==> config.mk <==
export PLATFORM = sky130hd
export DESIGN_NAME = mul_xor_weyl_prng16
export DESIGN_NICKNAME = d
export VERILOG_FILES = /design/src/rtl/mxw_pkg.sv /design/src/rtl/mul_xor_weyl_prng16.sv
export SDC_FILE = /design/constraint.sdc
export NUM_CORES = 1
export LEC_CHECK = 0
export BUFFER_PORTS_ARGS = -buffer_cell sky130_fd_sc_hd__buf_2
export CORE_MARGIN = 1
export CORE_UTILIZATION = 57
export CTS_CLUSTER_DIAMETER = 120
export CTS_CLUSTER_SIZE = 30
export DETAILED_ROUTE_END_ITERATION = 12
export GPL_ROUTABILITY_DRIVEN = 0
export PLACE_DENSITY_LB_ADDON = 0.1
export REMOVE_ABC_BUFFERS = 1
export SETUP_SLACK_MARGIN = 0.05
export SYNTH_ARGS = -nofsm -noshare
export SYNTH_HDL_FRONTEND = slang
export SYNTH_SLANG_ARGS = --single-unit
==> constraint.sdc <==
create_clock -name clk -period 7.7 [get_ports clk]
set_clock_uncertainty 0.2 [all_clocks]
set_input_delay 0.77 -clock clk [delete_from_list [all_inputs] [get_ports clk]]
set_output_delay 0.77 -clock clk [all_outputs]
set_load 0.02 [all_outputs]
==> src/rtl/mxw_pkg.sv <==
// Shared widths and constants for the multiply-xor Weyl generator.
package mxw_pkg;

    localparam int HALF_W = 16;
    localparam int WORD_W = 2 * HALF_W;
    localparam int SEED_W = 3 * HALF_W;

    localparam logic [HALF_W-1:0] WEYL_STEP = 16'h9E37;

    localparam int WARMUP_WORDS_DEFAULT = 8;

endpackage

==> src/rtl/mul_xor_weyl_prng16.sv <==
// Top level of the 16-bit multiply-xor pseudo-random generator with a Weyl counter.
//
// The generator holds three 16-bit words: a mix word, a sum word and a Weyl counter.
// A single 16x16 multiplier followed by one add stage forms the step unit.
// A small sequencer drives that unit once per clock, save while a final step is held.
// Every request on the input channel runs two steps and returns one 32-bit word on the
// output channel. The first step's output sits in bits 15:0 and the second's in bits 31:16.
// A request with reseed set first loads the state from the 48-bit seed register.
// Bits 15:0 of the seed go to the mix word, 31:16 to the sum word and 47:32 to the
// Weyl word. The block then runs 2*WARMUP_WORDS discarded steps before the two
// steps that produce the word.
// A plain request therefore runs its two steps after acceptance, then the result is registered.
// A reseed request runs 2 + 2*WARMUP_WORDS steps. The multiplier is the one shared unit.
// In the cycle of an item's last step, a new request may already be accepted.
// The block thus takes the next request before it is done with the last one while the output keeps up.
// The result is held in an output register until it is taken. A full output
// register stalls only the final step of the next item.
// The seed register is written through its own channel, which is always ready.
// A write does not touch the running state until the next reseed request.
module mul_xor_weyl_prng16 #(
    parameter int WARMUP_WORDS = mxw_pkg::WARMUP_WORDS_DEFAULT
) (
    input  logic                      clk,
    input  logic                      rst_n,

    input  logic                      in_valid,
    output logic                      in_ready,
    input  logic                      reseed,

    output logic                      out_valid,
    input  logic                      out_ready,
    output logic [mxw_pkg::WORD_W-1:0] random_word,

    input  logic                      cfg_valid,
    output logic                      cfg_ready,
    input  logic [mxw_pkg::SEED_W-1:0] seed_value
);

    localparam int HW        = mxw_pkg::HALF_W;
    localparam int STEPS_MAX = 2 * WARMUP_WORDS + 2;
    localparam int CNT_W     = $clog2(STEPS_MAX + 1);

    typedef enum logic {
        ST_IDLE,
        ST_RUN
    } state_t;

    state_t                    state_reg, state_next;
    logic [CNT_W-1:0]          remain_reg, remain_next;
    logic [HW-1:0]             mix_reg, mix_next;
    logic [HW-1:0]             sum_reg, sum_next;
    logic [HW-1:0]             weyl_reg, weyl_next;
    logic [HW-1:0]             lo_reg, lo_next;
    logic [mxw_pkg::SEED_W-1:0] seed_reg, seed_next;
    logic                      out_valid_reg, out_valid_next;
    logic [mxw_pkg::WORD_W-1:0] random_word_reg, random_word_next;

    // Step unit: one multiply, then the Weyl advance and the sum/xor update.
    logic [2*HW-1:0] prod;
    logic [HW-1:0]   weyl_step;
    logic [HW-1:0]   sum_step;
    logic [HW-1:0]   mix_step;

    logic            running;
    logic            last_step;
    logic            out_blocked;
    logic            step_go;
    logic            in_fire;

    always_comb
    begin
        prod      = mix_reg * sum_reg;
        weyl_step = weyl_reg + mxw_pkg::WEYL_STEP;
        sum_step  = sum_reg + prod[2*HW-1:HW] + weyl_step;
        mix_step  = prod[HW-1:0] ^ sum_step;
    end

    assign running     = (state_reg == ST_RUN);
    assign last_step   = (remain_reg == CNT_W'(1));
    assign out_blocked = out_valid_reg && !out_ready;
    // Hold the final step while the previous word still waits at the output.
    assign step_go     = running && !(last_step && out_blocked);
    // Take a new request when idle, or alongside the current item's final step.
    assign in_ready    = !running || (step_go && last_step);
    assign in_fire     = in_valid && in_ready;
    assign cfg_ready   = 1'b1;

    always_comb
    begin
        state_next       = state_reg;
        remain_next      = remain_reg;
        mix_next         = mix_reg;
        sum_next         = sum_reg;
        weyl_next        = weyl_reg;
        lo_next          = lo_reg;
        seed_next        = seed_reg;
        out_valid_next   = out_valid_reg && !out_ready;
        random_word_next = random_word_reg;

        if (cfg_valid)
        begin
            seed_next = seed_value;
        end

        if (step_go)
        begin
            mix_next    = mix_step;
            sum_next    = sum_step;
            weyl_next   = weyl_step;
            remain_next = remain_reg - CNT_W'(1);
            // Even count left: this is the first step of a pair, keep its output.
            if (!remain_reg[0])
            begin
                lo_next = mix_step;
            end
            if (last_step)
            begin
                out_valid_next   = 1'b1;
                random_word_next = {mix_step, lo_reg};
                state_next       = ST_IDLE;
            end
        end

        if (in_fire)
        begin
            state_next = ST_RUN;
            if (reseed)
            begin
                mix_next    = seed_reg[HW-1:0];
                sum_next    = seed_reg[2*HW-1:HW];
                weyl_next   = seed_reg[3*HW-1:2*HW];
                remain_next = CNT_W'(STEPS_MAX);
            end
            else
            begin
                remain_next = CNT_W'(2);
            end
        end
    end

    always_ff @(posedge clk or negedge rst_n)
    begin
        if (!rst_n)
        begin
            state_reg       <= ST_IDLE;
            remain_reg      <= '0;
            mix_reg         <= '0;
            sum_reg         <= '0;
            weyl_reg        <= '0;
            lo_reg          <= '0;
            seed_reg        <= '0;
            out_valid_reg   <= 1'b0;
            random_word_reg <= '0;
        end
        else
        begin
            state_reg       <= state_next;
            remain_reg      <= remain_next;
            mix_reg         <= mix_next;
            sum_reg         <= sum_next;
            weyl_reg        <= weyl_next;
            lo_reg          <= lo_next;
            seed_reg        <= seed_next;
            out_valid_reg   <= out_valid_next;
            random_word_reg <= random_word_next;
        end
    end

    assign out_valid   = out_valid_reg;
    assign random_word = random_word_reg;

endmodule

# [Yosys cells after proc, flatten, opt, wreduce, memory -nomap -nowiden]
# Cells that the tools add are included.
[word_totals] inputBits=54 out_inout_bits=35 regBits=151 elab_cells=48
[op_classes] add_sub_neg=4 bitwise=2 muxes=17 n_eq_ne=1 mul=1 n_reduce_logical=14
[op_table] operator="16-bit two-way mux" n=9
[op_table] operator="16-bit adder" n=2
[op_table] operator="16-bit by 16-bit multiplier with 32-bit output" n=1
[op_table] operator="16-bit adder, second input constant" n=1
[op_table] operator="16-bit XOR" n=1
[op_table] operator="5-bit two-way mux" n=3
[op_table] operator="2-bit AND reduction" n=3
[op_table] operator="5-bit by 1-bit equality test with 1-bit output, second input constant" n=1
[op_table] operator="1-bit logical AND" n=5
[op_table] operator="1-bit two-way mux" n=5
[op_table] operator="5-bit by 1-bit subtractor with 5-bit output, second input constant" n=1
[op_table] operator="2-bit nonzero test" n=2
[op_table] operator="1-bit logical NOT" n=3
[op_table] operator="1-bit logical OR" n=1
[op_table] operator="1-bit inverter" n=1

# [Depth between registers and ports, before layout]
# Gate-level depths: netlist (run 1).
[depth] ltp_word=10 mapped_depth=36 ltp_nobuf=34

# [Worst setup path after synthesis (run 1)]
# OpenSTA, ideal clock, no wires.
[synth_path] path_type="register to register" startpoint="register sum_reg[9]" endpoint="register random_word_reg (netlist bit random_word[31])" period_less_slack_ns=8.310 path_slack_ns=-0.610 t_arrival_ns=7.985 required_ns=7.375 setup_time_ns=0.125 path_buffers=3 path_stages_with_launch=33 cell_sequence="dfrtp_1 -> clkbuf_1 -> clkbuf_1 -> nand2_1 -> fa_1 -> inv_1 -> fa_1 -> fa_1 -> fa_1 -> fa_1 -> inv_1 -> fa_1 -> inv_1 -> ha_1 -> a21o_1 -> a21oi_1 -> nor2_1 -> o21a_1 -> a41o_1 -> nor4_1 -> nor2_1 -> a21oi_1 -> xnor2_1 -> fa_1 -> ha_1 -> clkbuf_1 -> and4_1 -> o2111ai_1 -> nand2_1 -> a31oi_1 -> xnor2_1 -> xnor3_1 -> mux2_2"
[synth_between] elab_chain_cells=4
[synth_rtl] element="start, declared" line="mul_xor_weyl_prng16.sv:51" text="logic [HW-1:0] sum_reg, sum_next;"
[synth_rtl] element="start signal, assigned" line="mul_xor_weyl_prng16.sv:160" text="sum_reg <= sum_next;"
[synth_rtl] element="16-bit by 16-bit multiplier with 32-bit output" line="mul_xor_weyl_prng16.sv:72" text="prod = mix_reg * sum_reg;"
[synth_rtl] element="16-bit adder (2 in series)" line="mul_xor_weyl_prng16.sv:74" text="sum_step = sum_reg + prod[2*HW-1:HW] + weyl_step;"
[synth_rtl] element="16-bit XOR (*)" line="mul_xor_weyl_prng16.sv:75" text="mix_step = prod[HW-1:0] ^ sum_step;"
[synth_rtl] element="end signal, assigned" line="mul_xor_weyl_prng16.sv:165" text="random_word_reg <= random_word_next;"
[synth_rtl] element="end, declared" line="mul_xor_weyl_prng16.sv:56" text="logic [mxw_pkg::WORD_W-1:0] random_word_reg, random_word_next;"
# Every way passes the cells marked *; elsewhere a longest branch is shown, timed or not.
# A chain may end at the register's enable or synchronous reset.

# [Worst setup path in the final report (run 1)]
[layout_path] startpoint="register mix_reg[6]" endpoint="register random_word_reg (netlist bit random_word[31])"
[layout_between] elab_chain_cells=4
[layout_rtl] element="start, declared" line="mul_xor_weyl_prng16.sv:50" text="logic [HW-1:0] mix_reg, mix_next;"
[layout_rtl] element="start signal, assigned" line="mul_xor_weyl_prng16.sv:159" text="mix_reg <= mix_next;"
[layout_rtl] element="16-bit by 16-bit multiplier with 32-bit output (*)" line="mul_xor_weyl_prng16.sv:72"
[layout_rtl] element="16-bit adder (2 in series)" line="mul_xor_weyl_prng16.sv:74"
[layout_rtl] element="16-bit XOR (*)" line="mul_xor_weyl_prng16.sv:75"
# Marks and branches as above.

==> results of run 1 <==
-- cells in the final DEF (no fill, tap or decap), types with 5 or more instances in the layout --
cell / Yosys / layout
and2_4: 0 / 10
inv_6: 0 / 5
ha_1: 121 / 106
o21ai_2: 0 / 12
buf_4: 1 / 170
xnor2_4: 0 / 5
a21oi_4: 0 / 7
buf_6: 0 / 37
inv_2: 0 / 9
o21ai_0: 74 / 46
a31oi_1: 15 / 12
and2_1: 116 / 105
nor3_1: 7 / 5
nand2b_1: 9 / 8
o21a_1: 13 / 13
a21oi_1: 56 / 37
clkbuf_16: 0 / 17
xnor2_1: 57 / 40
xnor2_2: 1 / 13
o21ai_1: 4 / 17
buf_2: 0 / 86
inv_1: 238 / 229
dfrtp_1: 151 / 135
o211ai_1: 6 / 6
a21oi_2: 0 / 12
nand3_1: 11 / 10
xor2_1: 28 / 23
a21o_1: 20 / 20
mux2_2: 66 / 65
dfrtp_2: 0 / 16
nand2_1: 259 / 248
ha_4: 0 / 14
nor2_1: 59 / 54
fa_1: 210 / 203
fa_2: 0 / 7
nand2_2: 0 / 8
-- worst max-delay path, delay by kind of cell (launching register included) --
family	cells	cell delay [ns]
AO/OA/AOI/OAI	9	1.60
XOR/XNOR	3	0.62
adder cells (fa/ha/maj)	9	4.09
buffers and inverters	6	0.62
flip-flops	1	0.49
multiplexers	1	0.28
AND/OR/NAND/NOR	3	0.29
-- metal layers --
layer	up-vias	wire length, um	part of all wire [%]	GRT usage [%]
li1	5667	-	-	-
met1	6353	18100	42	42.2
met3	104	2290	5.3	4.84
met4	0	1600	3.7	13.3
met2	382	21000	49	53.2
met5	-	0	0	0
-- cell usage after synthesis, drive strengths merged, types with 3 or more instances --
master  number
o21bai       4
ha         121
o21ai       78
buf          7
o31ai        3
a21o        20
o21a        13
xor2        28
nand3       11
a21boi       3
nand2      259
o211ai       6
nand2b       9
nor3         7
nor2b        3
xnor2       58
and3         5
mux2        66
o31a         4
a211oi       6
nor2        59
and2       116
or3          4
clkbuf      65
dfrtp      151
inv        238
a31oi       15
fa         210
a21oi       56
-- repair_timing --
item,4_1_cts,5_1_grt
gates resized for setup,162,85
buffers inserted,32,16
endpoints found under the setup margin,50,52
endpoints found under the hold margin,0,0
pin swaps,76,60
-- cells by family (layout without fill, tap and decap cells) --
logic type | count (synthesis) | after routing | synth area share, %
xor gates and xnor gates | 88 | 88 | 5.12
other | 1 | 1 | 0.0238
muxes | 66 | 66 | 4.72
buffers and inverters | 310 | 567 | 7.41
AOI/OAI and AO/OA | 220 | 220 | 8.47
adders and majority gates | 331 | 331 | 36.3
and+or+nand+nor | 480 | 480 | 13.9
DFF | 151 | 151 | 24.0
-- final timing paths --
kind	startpoint	endpoint	slack (ns)	cells past startpoint
max in group asynchronous	rst_n	mix_reg[3]	5.61	2
min in group clk	random_word[19]	random_word[19]	0.27	2
max reg2reg	mix_reg[6]	random_word[31]	-0.63	31
max	mix_reg[6]	random_word[31]	-0.63	31
min reg2reg	random_word[19]	random_word[19]	0.27	2
min	rst_n	remain_reg[2]	0.15	1
-- area by class of cell --
class,count,area share [%]
repair buffers,297,11.2
clock inverters,14,0.923
multi-input cells,1186,59.6
well taps,341,2.17
clock buffers,18,2.23
inverters,238,4.54
flip-flops and latches,151,19.3
-- metrics by stage --
step                std cells  util (%)  hold WS (ns)  setup WS [ns]
floorplan                1575         -         0.242         -0.453
global placement         2182      65.6         0.256          -1.03
detailed placement       2182      65.6         0.261          -1.03
CTS                      2233      71.0         0.173         -0.520
global route             2245      72.8         0.205         -0.861
finish                   2245      72.8         0.149         -0.630
==> run_results.csv, run 1 <==
group,metric,value,unit
floorplanning,die_w,168,um
yosys,synth_top_area_share,26.7,%
yosys,ys_async_sr_fraction,100,%
finish,final_nets,2276,
floorplanning,io_pins,89,
finish,final_area,19700,sq um
timing,timing.final.crit_share,108,%
cts,h-tree-depth,4,
finish,nFillCells,2014,
global_routing,antenna_found_initial,1,
global_routing,gr-usage-all-layers,32.0,%
setup_path,slowest_stage,"fa_1",
global_routing,grt_max_degree,79,
cts,cts.clk_slew.worst_paths,0.07,ns
detailed_routing,wl_per_cell,19.2,um
detailed_routing,vias,12500,
finish,largest_reg_flops,48,
cts,clockBufferDepth,2,
run_status,status,"finished, violations left",
setup_path,crit_required,7.83,ns
run_status,violations,"negative setup slack",
detailed_routing,wl,43100,um
cts,cts_hold_buf,0,
cts,cts.sinks,151,
yosys,ys_types,51,
detailed_routing,drtIter0Drc,854,
setup_path,cp_data_arrival_time,8.46,ns
timing,worst_slew_pin_slew,1.30,ns
placement,place.detailed.hpwl,32000,um
setup_path,critPathMaxStageDelay,0.55,ns
detailed_routing,ant_nets,0,
timing,maxSlewHeadroom,13.4,%
timing,fmax,120,MHz
yosys,netlist_area,15700,sq um
global_routing,grt_pass1_vias,13600,
global_routing,grt_overflow,0,
setup_path,critical_path_class,"flop to flop",
min_path,hold_class,"input pin to asynchronous set/reset pin",
yosys,synth-seq-cells,151,
placement,post_dp_cell_area,17700,sq um
yosys,yosys.area.top_type,"fa_1",
detailed_routing,vias_per_cell,5.57,
global_routing,grt_pass1_wl,69500,um
flow_run,cap_violations,0,
yosys,synth_seq_area_share,24.0,%
floorplanning,core,27000,sq um
yosys,yosysWarnings,0,
cts,root_buffer,"clkbuf_16",
finish,area.growth.synth_to_final,24.9,%
yosys,synth_area_per_cell,9.56,sq um
finish,diodes,0,
cts,cts_tree,"yes",
cts,clk_latency,0.45,ns
timing,report.final.slew_viol_count,0,
timing,setup_ws,-0.630,ns
floorplanning,rows,60,
placement,port_buffers,87,
yosys,syn-instance-count,1647,
timing,finalSetupTns,-18.78,ns
floorplanning,fp.dieArea,28300,sq um
timing,rsz0062_at_grt,"true",
finish,drive_above_1_share,29.1,%
timing,setup_viol,46,
setup_path,critPathCaptureType,"flop",
yosys,ys_top_cells_by_area,"fa_1 (27%), dfrtp_1 (24%), ha_1 (9.6%), nand2_1 (6.2%), inv_1 (5.7%)",
detailed_routing,drc_errors,0,
yosys,synth_enable_flop_cells,0,
setup_path,crit_top_cell,"fa_1",
setup_path,cp_max_fo,5,
timing,fin_crit,8.33,ns
floorplanning,start_util,58.3,%
finish,multi_input_area,11700,sq um
setup_path,startpoint_type,"flop",
cts,cts_inserted_buffers,17,
floorplanning,die_h,168,um
yosys,ys.flop_type,"dfrtp_1",
finish,seq_area,3800,sq um
timing,hold_viol,0,
detailed_routing,first_pass_iters,5,
Power of run 1 is left out: the tool's default activity adds up to more than one toggle a clock period on the data nets, which glitch-free logic cannot reach.
==> inputs of run 2 (changes only) <==
--- a/config.mk
+++ b/config.mk
@@ -7,7 +7,7 @@
 export LEC_CHECK = 0
 export BUFFER_PORTS_ARGS = -buffer_cell sky130_fd_sc_hd__buf_2
 export CORE_MARGIN = 1
-export CORE_UTILIZATION = 57
+export CORE_UTILIZATION = 40
 export CTS_CLUSTER_DIAMETER = 120
 export CTS_CLUSTER_SIZE = 30
 export DETAILED_ROUTE_END_ITERATION = 12
@@ -15,6 +15,7 @@
 export PLACE_DENSITY_LB_ADDON = 0.1
 export REMOVE_ABC_BUFFERS = 1
 export SETUP_SLACK_MARGIN = 0.05
+export SLEW_MARGIN = 20
 export SYNTH_ARGS = -nofsm -noshare
 export SYNTH_HDL_FRONTEND = slang
 export SYNTH_SLANG_ARGS = --single-unit
==> run 2 against run 1 <==
  * The run still ends with negative setup slack left
  * Final area up 3.2%
  * Critical path depth up 3
  * Setup slack worse by 0.15 ns
  * Maximum frequency down 1.7%
  * First-iteration DRC count down 29%
  * Routed wire length up 3.6%
  * Highest routed layer unchanged
==> run_results.csv, run 2 (synthesis results as in run 1) <==
group,metric,value,unit
setup_path,slowest_stage,"fa_2",
detailed_routing,vias,12100,
finish,nFillCells,3634,
cts,clk_latency,0.46,ns
floorplanning,rows,72,
timing,setup_viol,46,
cts,h-tree-depth,4,
finish,final_area,20300,sq um
placement,place.detailed.hpwl,34900,um
global_routing,antenna_found_initial,0,
min_path,hold_class,"input pin to asynchronous set/reset pin",
detailed_routing,ant_nets,0,
timing,worst_slew_pin_slew,1.09,ns
timing,hold_viol,0,
timing,setup_ws,-0.775,ns
timing,timing.final.crit_share,110,%
timing,finalSetupTns,-20.83,ns
finish,area.growth.synth_to_final,28.8,%
timing,maxSlewHeadroom,27.3,%
setup_path,crit_required,7.85,ns
detailed_routing,wl_per_cell,18.2,um
floorplanning,fp.dieArea,40200,sq um
finish,final_nets,2302,
global_routing,grt_max_degree,78,
global_routing,gr-usage-all-layers,23.3,%
run_status,violations,"negative setup slack",
cts,cts.sinks,151,
cts,clockBufferDepth,2,
global_routing,grt_pass1_wl,72100,um
setup_path,cp_max_fo,4,
timing,report.final.slew_viol_count,0,
detailed_routing,first_pass_iters,5,
finish,drive_above_1_share,30.8,%
floorplanning,die_w,200,um
detailed_routing,vias_per_cell,4.92,
cts,cts.clk_slew.worst_paths,0.07,ns
floorplanning,die_h,200,um
placement,post_dp_cell_area,18100,sq um
floorplanning,start_util,40.6,%
finish,layout_common_cells,"nand2_1 (247), inv_1 (230), fa_1 (204)",
floorplanning,io_pins,89,
detailed_routing,drtIter0Drc,610,
floorplanning,core,38700,sq um
finish,diodes,0,
timing,rsz0062_at_grt,"true",
flow_run,cap_violations,0,
global_routing,grt_overflow,0,
setup_path,crit_top_cell,"fa_1",
placement,pre_cts_slack,-1.12,ns
run_status,status,"finished, violations left",
setup_path,critPathMaxStageDelay,0.60,ns
setup_path,cp_data_arrival_time,8.63,ns
setup_path,critical_path_class,"flop to flop",
cts,cts_hold_buf,0,
finish,largest_reg_flops,48,
global_routing,grt_pass1_vias,13000,
timing,fin_crit,8.48,ns
detailed_routing,wl,44600,um
setup_path,reg2regPathDepth,34,
setup_path,critPathCaptureType,"flop",
finish,final_common_cell,"nand2_1",
cts,root_buffer,"clkbuf_16",
detailed_routing,drc_errors,0,
setup_path,startpoint_type,"flop",
cts,cts_inserted_buffers,17,
placement,port_buffers,87,
timing,fmax,118,MHz
cts,cts_tree,"yes",
## run 2: cell type report
class	instances	area (sq um)	share of cell area [%]
sequential	151	3810	18.8
clock buffer	17	425	2.10
clock inverter	15	204	1.01
timing repair buffer	323	2440	12.1
tap	518	648	3.20
inverter	238	893	4.40
multi-input combinational	1186	11900	58.5
## run 2: path summary, 6_finish.rpt
| kind | startpoint | endpoint | slack [ns] |
|---|---|---|---|
| max in group asynchronous | rst_n | mix_reg[2] | 5.93 |
| max | sum_reg[4] | mix_reg[11] | -0.78 |
| max reg2reg | sum_reg[4] | mix_reg[11] | -0.78 |
| min in group clk | lo_reg[15] | lo_reg[15] | 0.28 |
| min | rst_n | remain_reg[1] | 0.13 |
| min reg2reg | lo_reg[15] | lo_reg[15] | 0.28 |
## run 2: worst max-delay path, delay by kind of cell (launching register included)
kind | cells | cell delay, ns
AND/OR/NAND/NOR | 2 | 0.28
AO/OA/AOI/OAI | 15 | 2.51
adder cells (fa/ha/maj) | 9 | 4.07
flip-flops | 1 | 0.44
buffers and inverters | 6 | 0.50
XOR/XNOR | 2 | 0.37
## run 2: layer usage
layer / wire length, um / vias to the layer above / GRT usage (%)
li1: - / 5728 / -
met1: 20500 / 6098 / 32.3
met2: 21800 / 191 / 38.3
met3: 1660 / 38 / 3.41
met4: 636 / 0 / 6.00
met5: 0 / - / 0
## run 2: timing repair
action,4_1_cts,5_1_grt
gates resized for setup,165,104
setup buffers,31,23
endpoints found under the setup margin,52,53
pin swaps,59,60
## run 2: through the flow
| step | std cells | hold slack, ns | util [%] |
|---|---|---|---|
| finish | 2448 | 0.132 | 52.4 |
| global route | 2448 | 0.193 | 52.4 |
| CTS | 2434 | 0.175 | 50.8 |
| detailed placement | 2372 | 0.259 | 46.7 |
| global placement | 2372 | 0.258 | 46.7 |
| floorplan | 1575 | 0.242 | - |
Power of run 2 is left out for the same reason.
==> inputs of run 3 (changes only) <==
--- a/config.mk
+++ b/config.mk
@@ -5,7 +5,7 @@
 export SDC_FILE = /design/constraint.sdc
 export NUM_CORES = 1
 export LEC_CHECK = 0
-export BUFFER_PORTS_ARGS = -buffer_cell sky130_fd_sc_hd__buf_2
+export BUFFER_PORTS_ARGS = -buffer_cell sky130_fd_sc_hd__buf_4
 export CORE_MARGIN = 1
 export CORE_UTILIZATION = 40
 export CTS_CLUSTER_DIAMETER = 120
==> run 3 against run 2 <==
  * The flow still finishes with violations (negative setup slack)
  * Critical path depth decreased by 2
  * Flip-flop and latch count unchanged
  * Register-to-register slack better by 0.14 ns
  * Final cell count is essentially flat
  * Worst hold slack gained 0.011 ns
  * Routed wire length increased by 0.38%
  * Global-route usage is 0.18 points higher
  * Die area unchanged
  * First-iteration DRC count down 10%
  * Final area is 0.89% higher
  * Sequential share of layout area is 0.17 points lower
  * Non-clock buffer count down 2
  * Highest routed layer unchanged
==> run_results.csv, run 3 (synthesis results as in run 1) <==
group,metric,value,unit
finish,nFillCells,3619,
cts,h-tree-depth,4,
floorplanning,die_w,200,um
global_routing,grt_pass1_wl,72600,um
flow_run,cap_violations,0,
setup_path,cp_data_arrival_time,8.47,ns
setup_path,critical_path_class,"flop to flop",
setup_path,crit_required,7.84,ns
finish,area.growth.synth_to_final,29.9,%
cts,clockBufferDepth,2,
run_status,violations,"negative setup slack",
placement,port_buffers,87,
floorplanning,die_h,200,um
cts,cts_inserted_buffers,17,
timing,whs,0.143,ns
timing,timing.final.crit_share,108,%
detailed_routing,drtIter0Drc,548,
timing,worst_slew_pin_slew,1.00,ns
global_routing,grtUsageMet1,32.6,%
detailed_routing,first_pass_iters,4,
setup_path,cp_max_fo,9,
setup_path,slowest_stage,"fa_1",
setup_path,crit_cells,32,
finish,final_nets,2300,
timing,report.final.slew_viol_count,0,
finish,drive_above_1_share,31.0,%
detailed_routing,wl,44800,um
setup_path,startpoint_type,"flop",
timing,maxSlewHeadroom,33.2,%
setup_path,startpoint,"sum_reg[2]",
placement,place.detailed.hpwl,34400,um
global_routing,gr-usage-all-layers,23.5,%
cts,cts.sinks,151,
timing,setup_viol,42,
finish,layout_common_cells,"buf_4 (275), nand2_1 (253), inv_1 (230)",
floorplanning,rows,72,
timing,fmax,120,MHz
finish,largest_reg_flops,48,
floorplanning,io_pins,89,
detailed_routing,vias_per_cell,4.98,
floorplanning,start_util,40.6,%
cts,root_buffer,"clkbuf_16",
cts,cts_tree,"yes",
setup_path,reg2regPathDepth,32,
timing,fin_crit,8.33,ns
global_routing,grt_max_degree,81,
detailed_routing,ant_nets,0,
cts,clk_latency,0.46,ns
cts,cts.clk_slew.worst_paths,0.07,ns
run_status,status,"finished, violations left",
finish,final_common_cell,"buf_4",
setup_path,critPathMaxStageDelay,0.57,ns
detailed_routing,drc_errors,0,
finish,final_core_util,52.8,%
global_routing,antenna_found_initial,0,
global_routing,grt_pass1_vias,13200,
cts,cts_hold_buf,0,
setup_path,crit_top_cell,"fa_1",
global_routing,grt_overflow,0,
detailed_routing,wl_per_cell,18.3,um
setup_path,crit_family,"adder cells",
global_routing,met2_usage,38.7,%
setup_path,critPathBufInv,8,
setup_path,reg2reg_from,"sum_reg[2]",
timing,hold_viol,0,
detailed_routing,vias,12200,
min_path,hold_class,"input pin to asynchronous set/reset pin",
floorplanning,fp.dieArea,40200,sq um
floorplanning,core,38700,sq um
setup_path,critPathCaptureType,"flop",
timing,setup_ws,-0.630,ns
global_routing,grt-busiest-layer,"met2",
timing,rsz0062_at_grt,"true",
global_routing,grt.met3_usage,2.99,%
==> run 3: cell types whose count changed in the layout (fill, tap and decap cells not counted), sizes merged <==
cell / change
buf: -1
bufinv: +1
clkinv: -1
diode: +1
inv: -1
==> run 3: worst reg2reg max path: cells and delay by family, from the launching register on <==
kind,cells,cell delay (ns)
muxes,1,0.29
AOI/OAI and AO/OA,5,0.99
and+or+nand+nor,6,0.65
adders and majority gates,10,4.29
buffers and inverters,8,0.80
xor gates and xnor gates,2,0.48
DFF,1,0.53
==> run 3: routing by layer <==
metal,part of all wire (%),vias up,wire length (um)
li1,-,5722,-
met1,46,6169,20500
met2,48,238,21700
met3,3.6,49,1620
met4,2.2,0,983
met5,0,-,0
==> run 3: repair_timing <==
action	in CTS	in global routing
pin swaps	92	51
buffers inserted	56	22
gates resized for setup	206	79
setup endpoints to repair	55	54
==> run 3: final cells by class <==
| type | count | area (sq um) | share of cell area (%) |
|---|---|---|---|
| Clock inverter | 14 | 204 | 0.997 |
| Clock buffer | 18 | 439 | 2.15 |
| Tap cell | 518 | 648 | 3.17 |
| Sequential cell | 151 | 3810 | 18.6 |
| Antenna cell | 1 | 2.50 | 0.0122 |
| Inverter | 238 | 893 | 4.37 |
| Multi-Input combinational cell | 1186 | 11800 | 57.9 |
| Timing Repair Buffer | 321 | 2630 | 12.8 |
==> run 3: through the flow <==
step / instances / setup TNS (ns) / instance area [sq um] / setup WS, ns
after global placement: 2354 / -34.64 / 18200 / -1.13
after global routing: 2446 / -28.60 / 20500 / -0.910
final: 2447 / -16.34 / 20500 / -0.630
after floorplan: 1575 / -4.54 / 15500 / -0.453
after detailed placement: 2354 / -33.34 / 18200 / -1.07
after CTS: 2437 / -16.21 / 20000 / -0.622
==> run 3: worst paths after layout <==
path | end | slack [ns]
max | random_word[31] | -0.63
min | running | 0.14
max reg2reg | random_word[31] | -0.63
min reg2reg | lo_reg[9] | 0.28
max in group asynchronous | mix_reg[4] | 5.59
min in group clk | lo_reg[9] | 0.28
Power of run 3 is left out for the same reason.
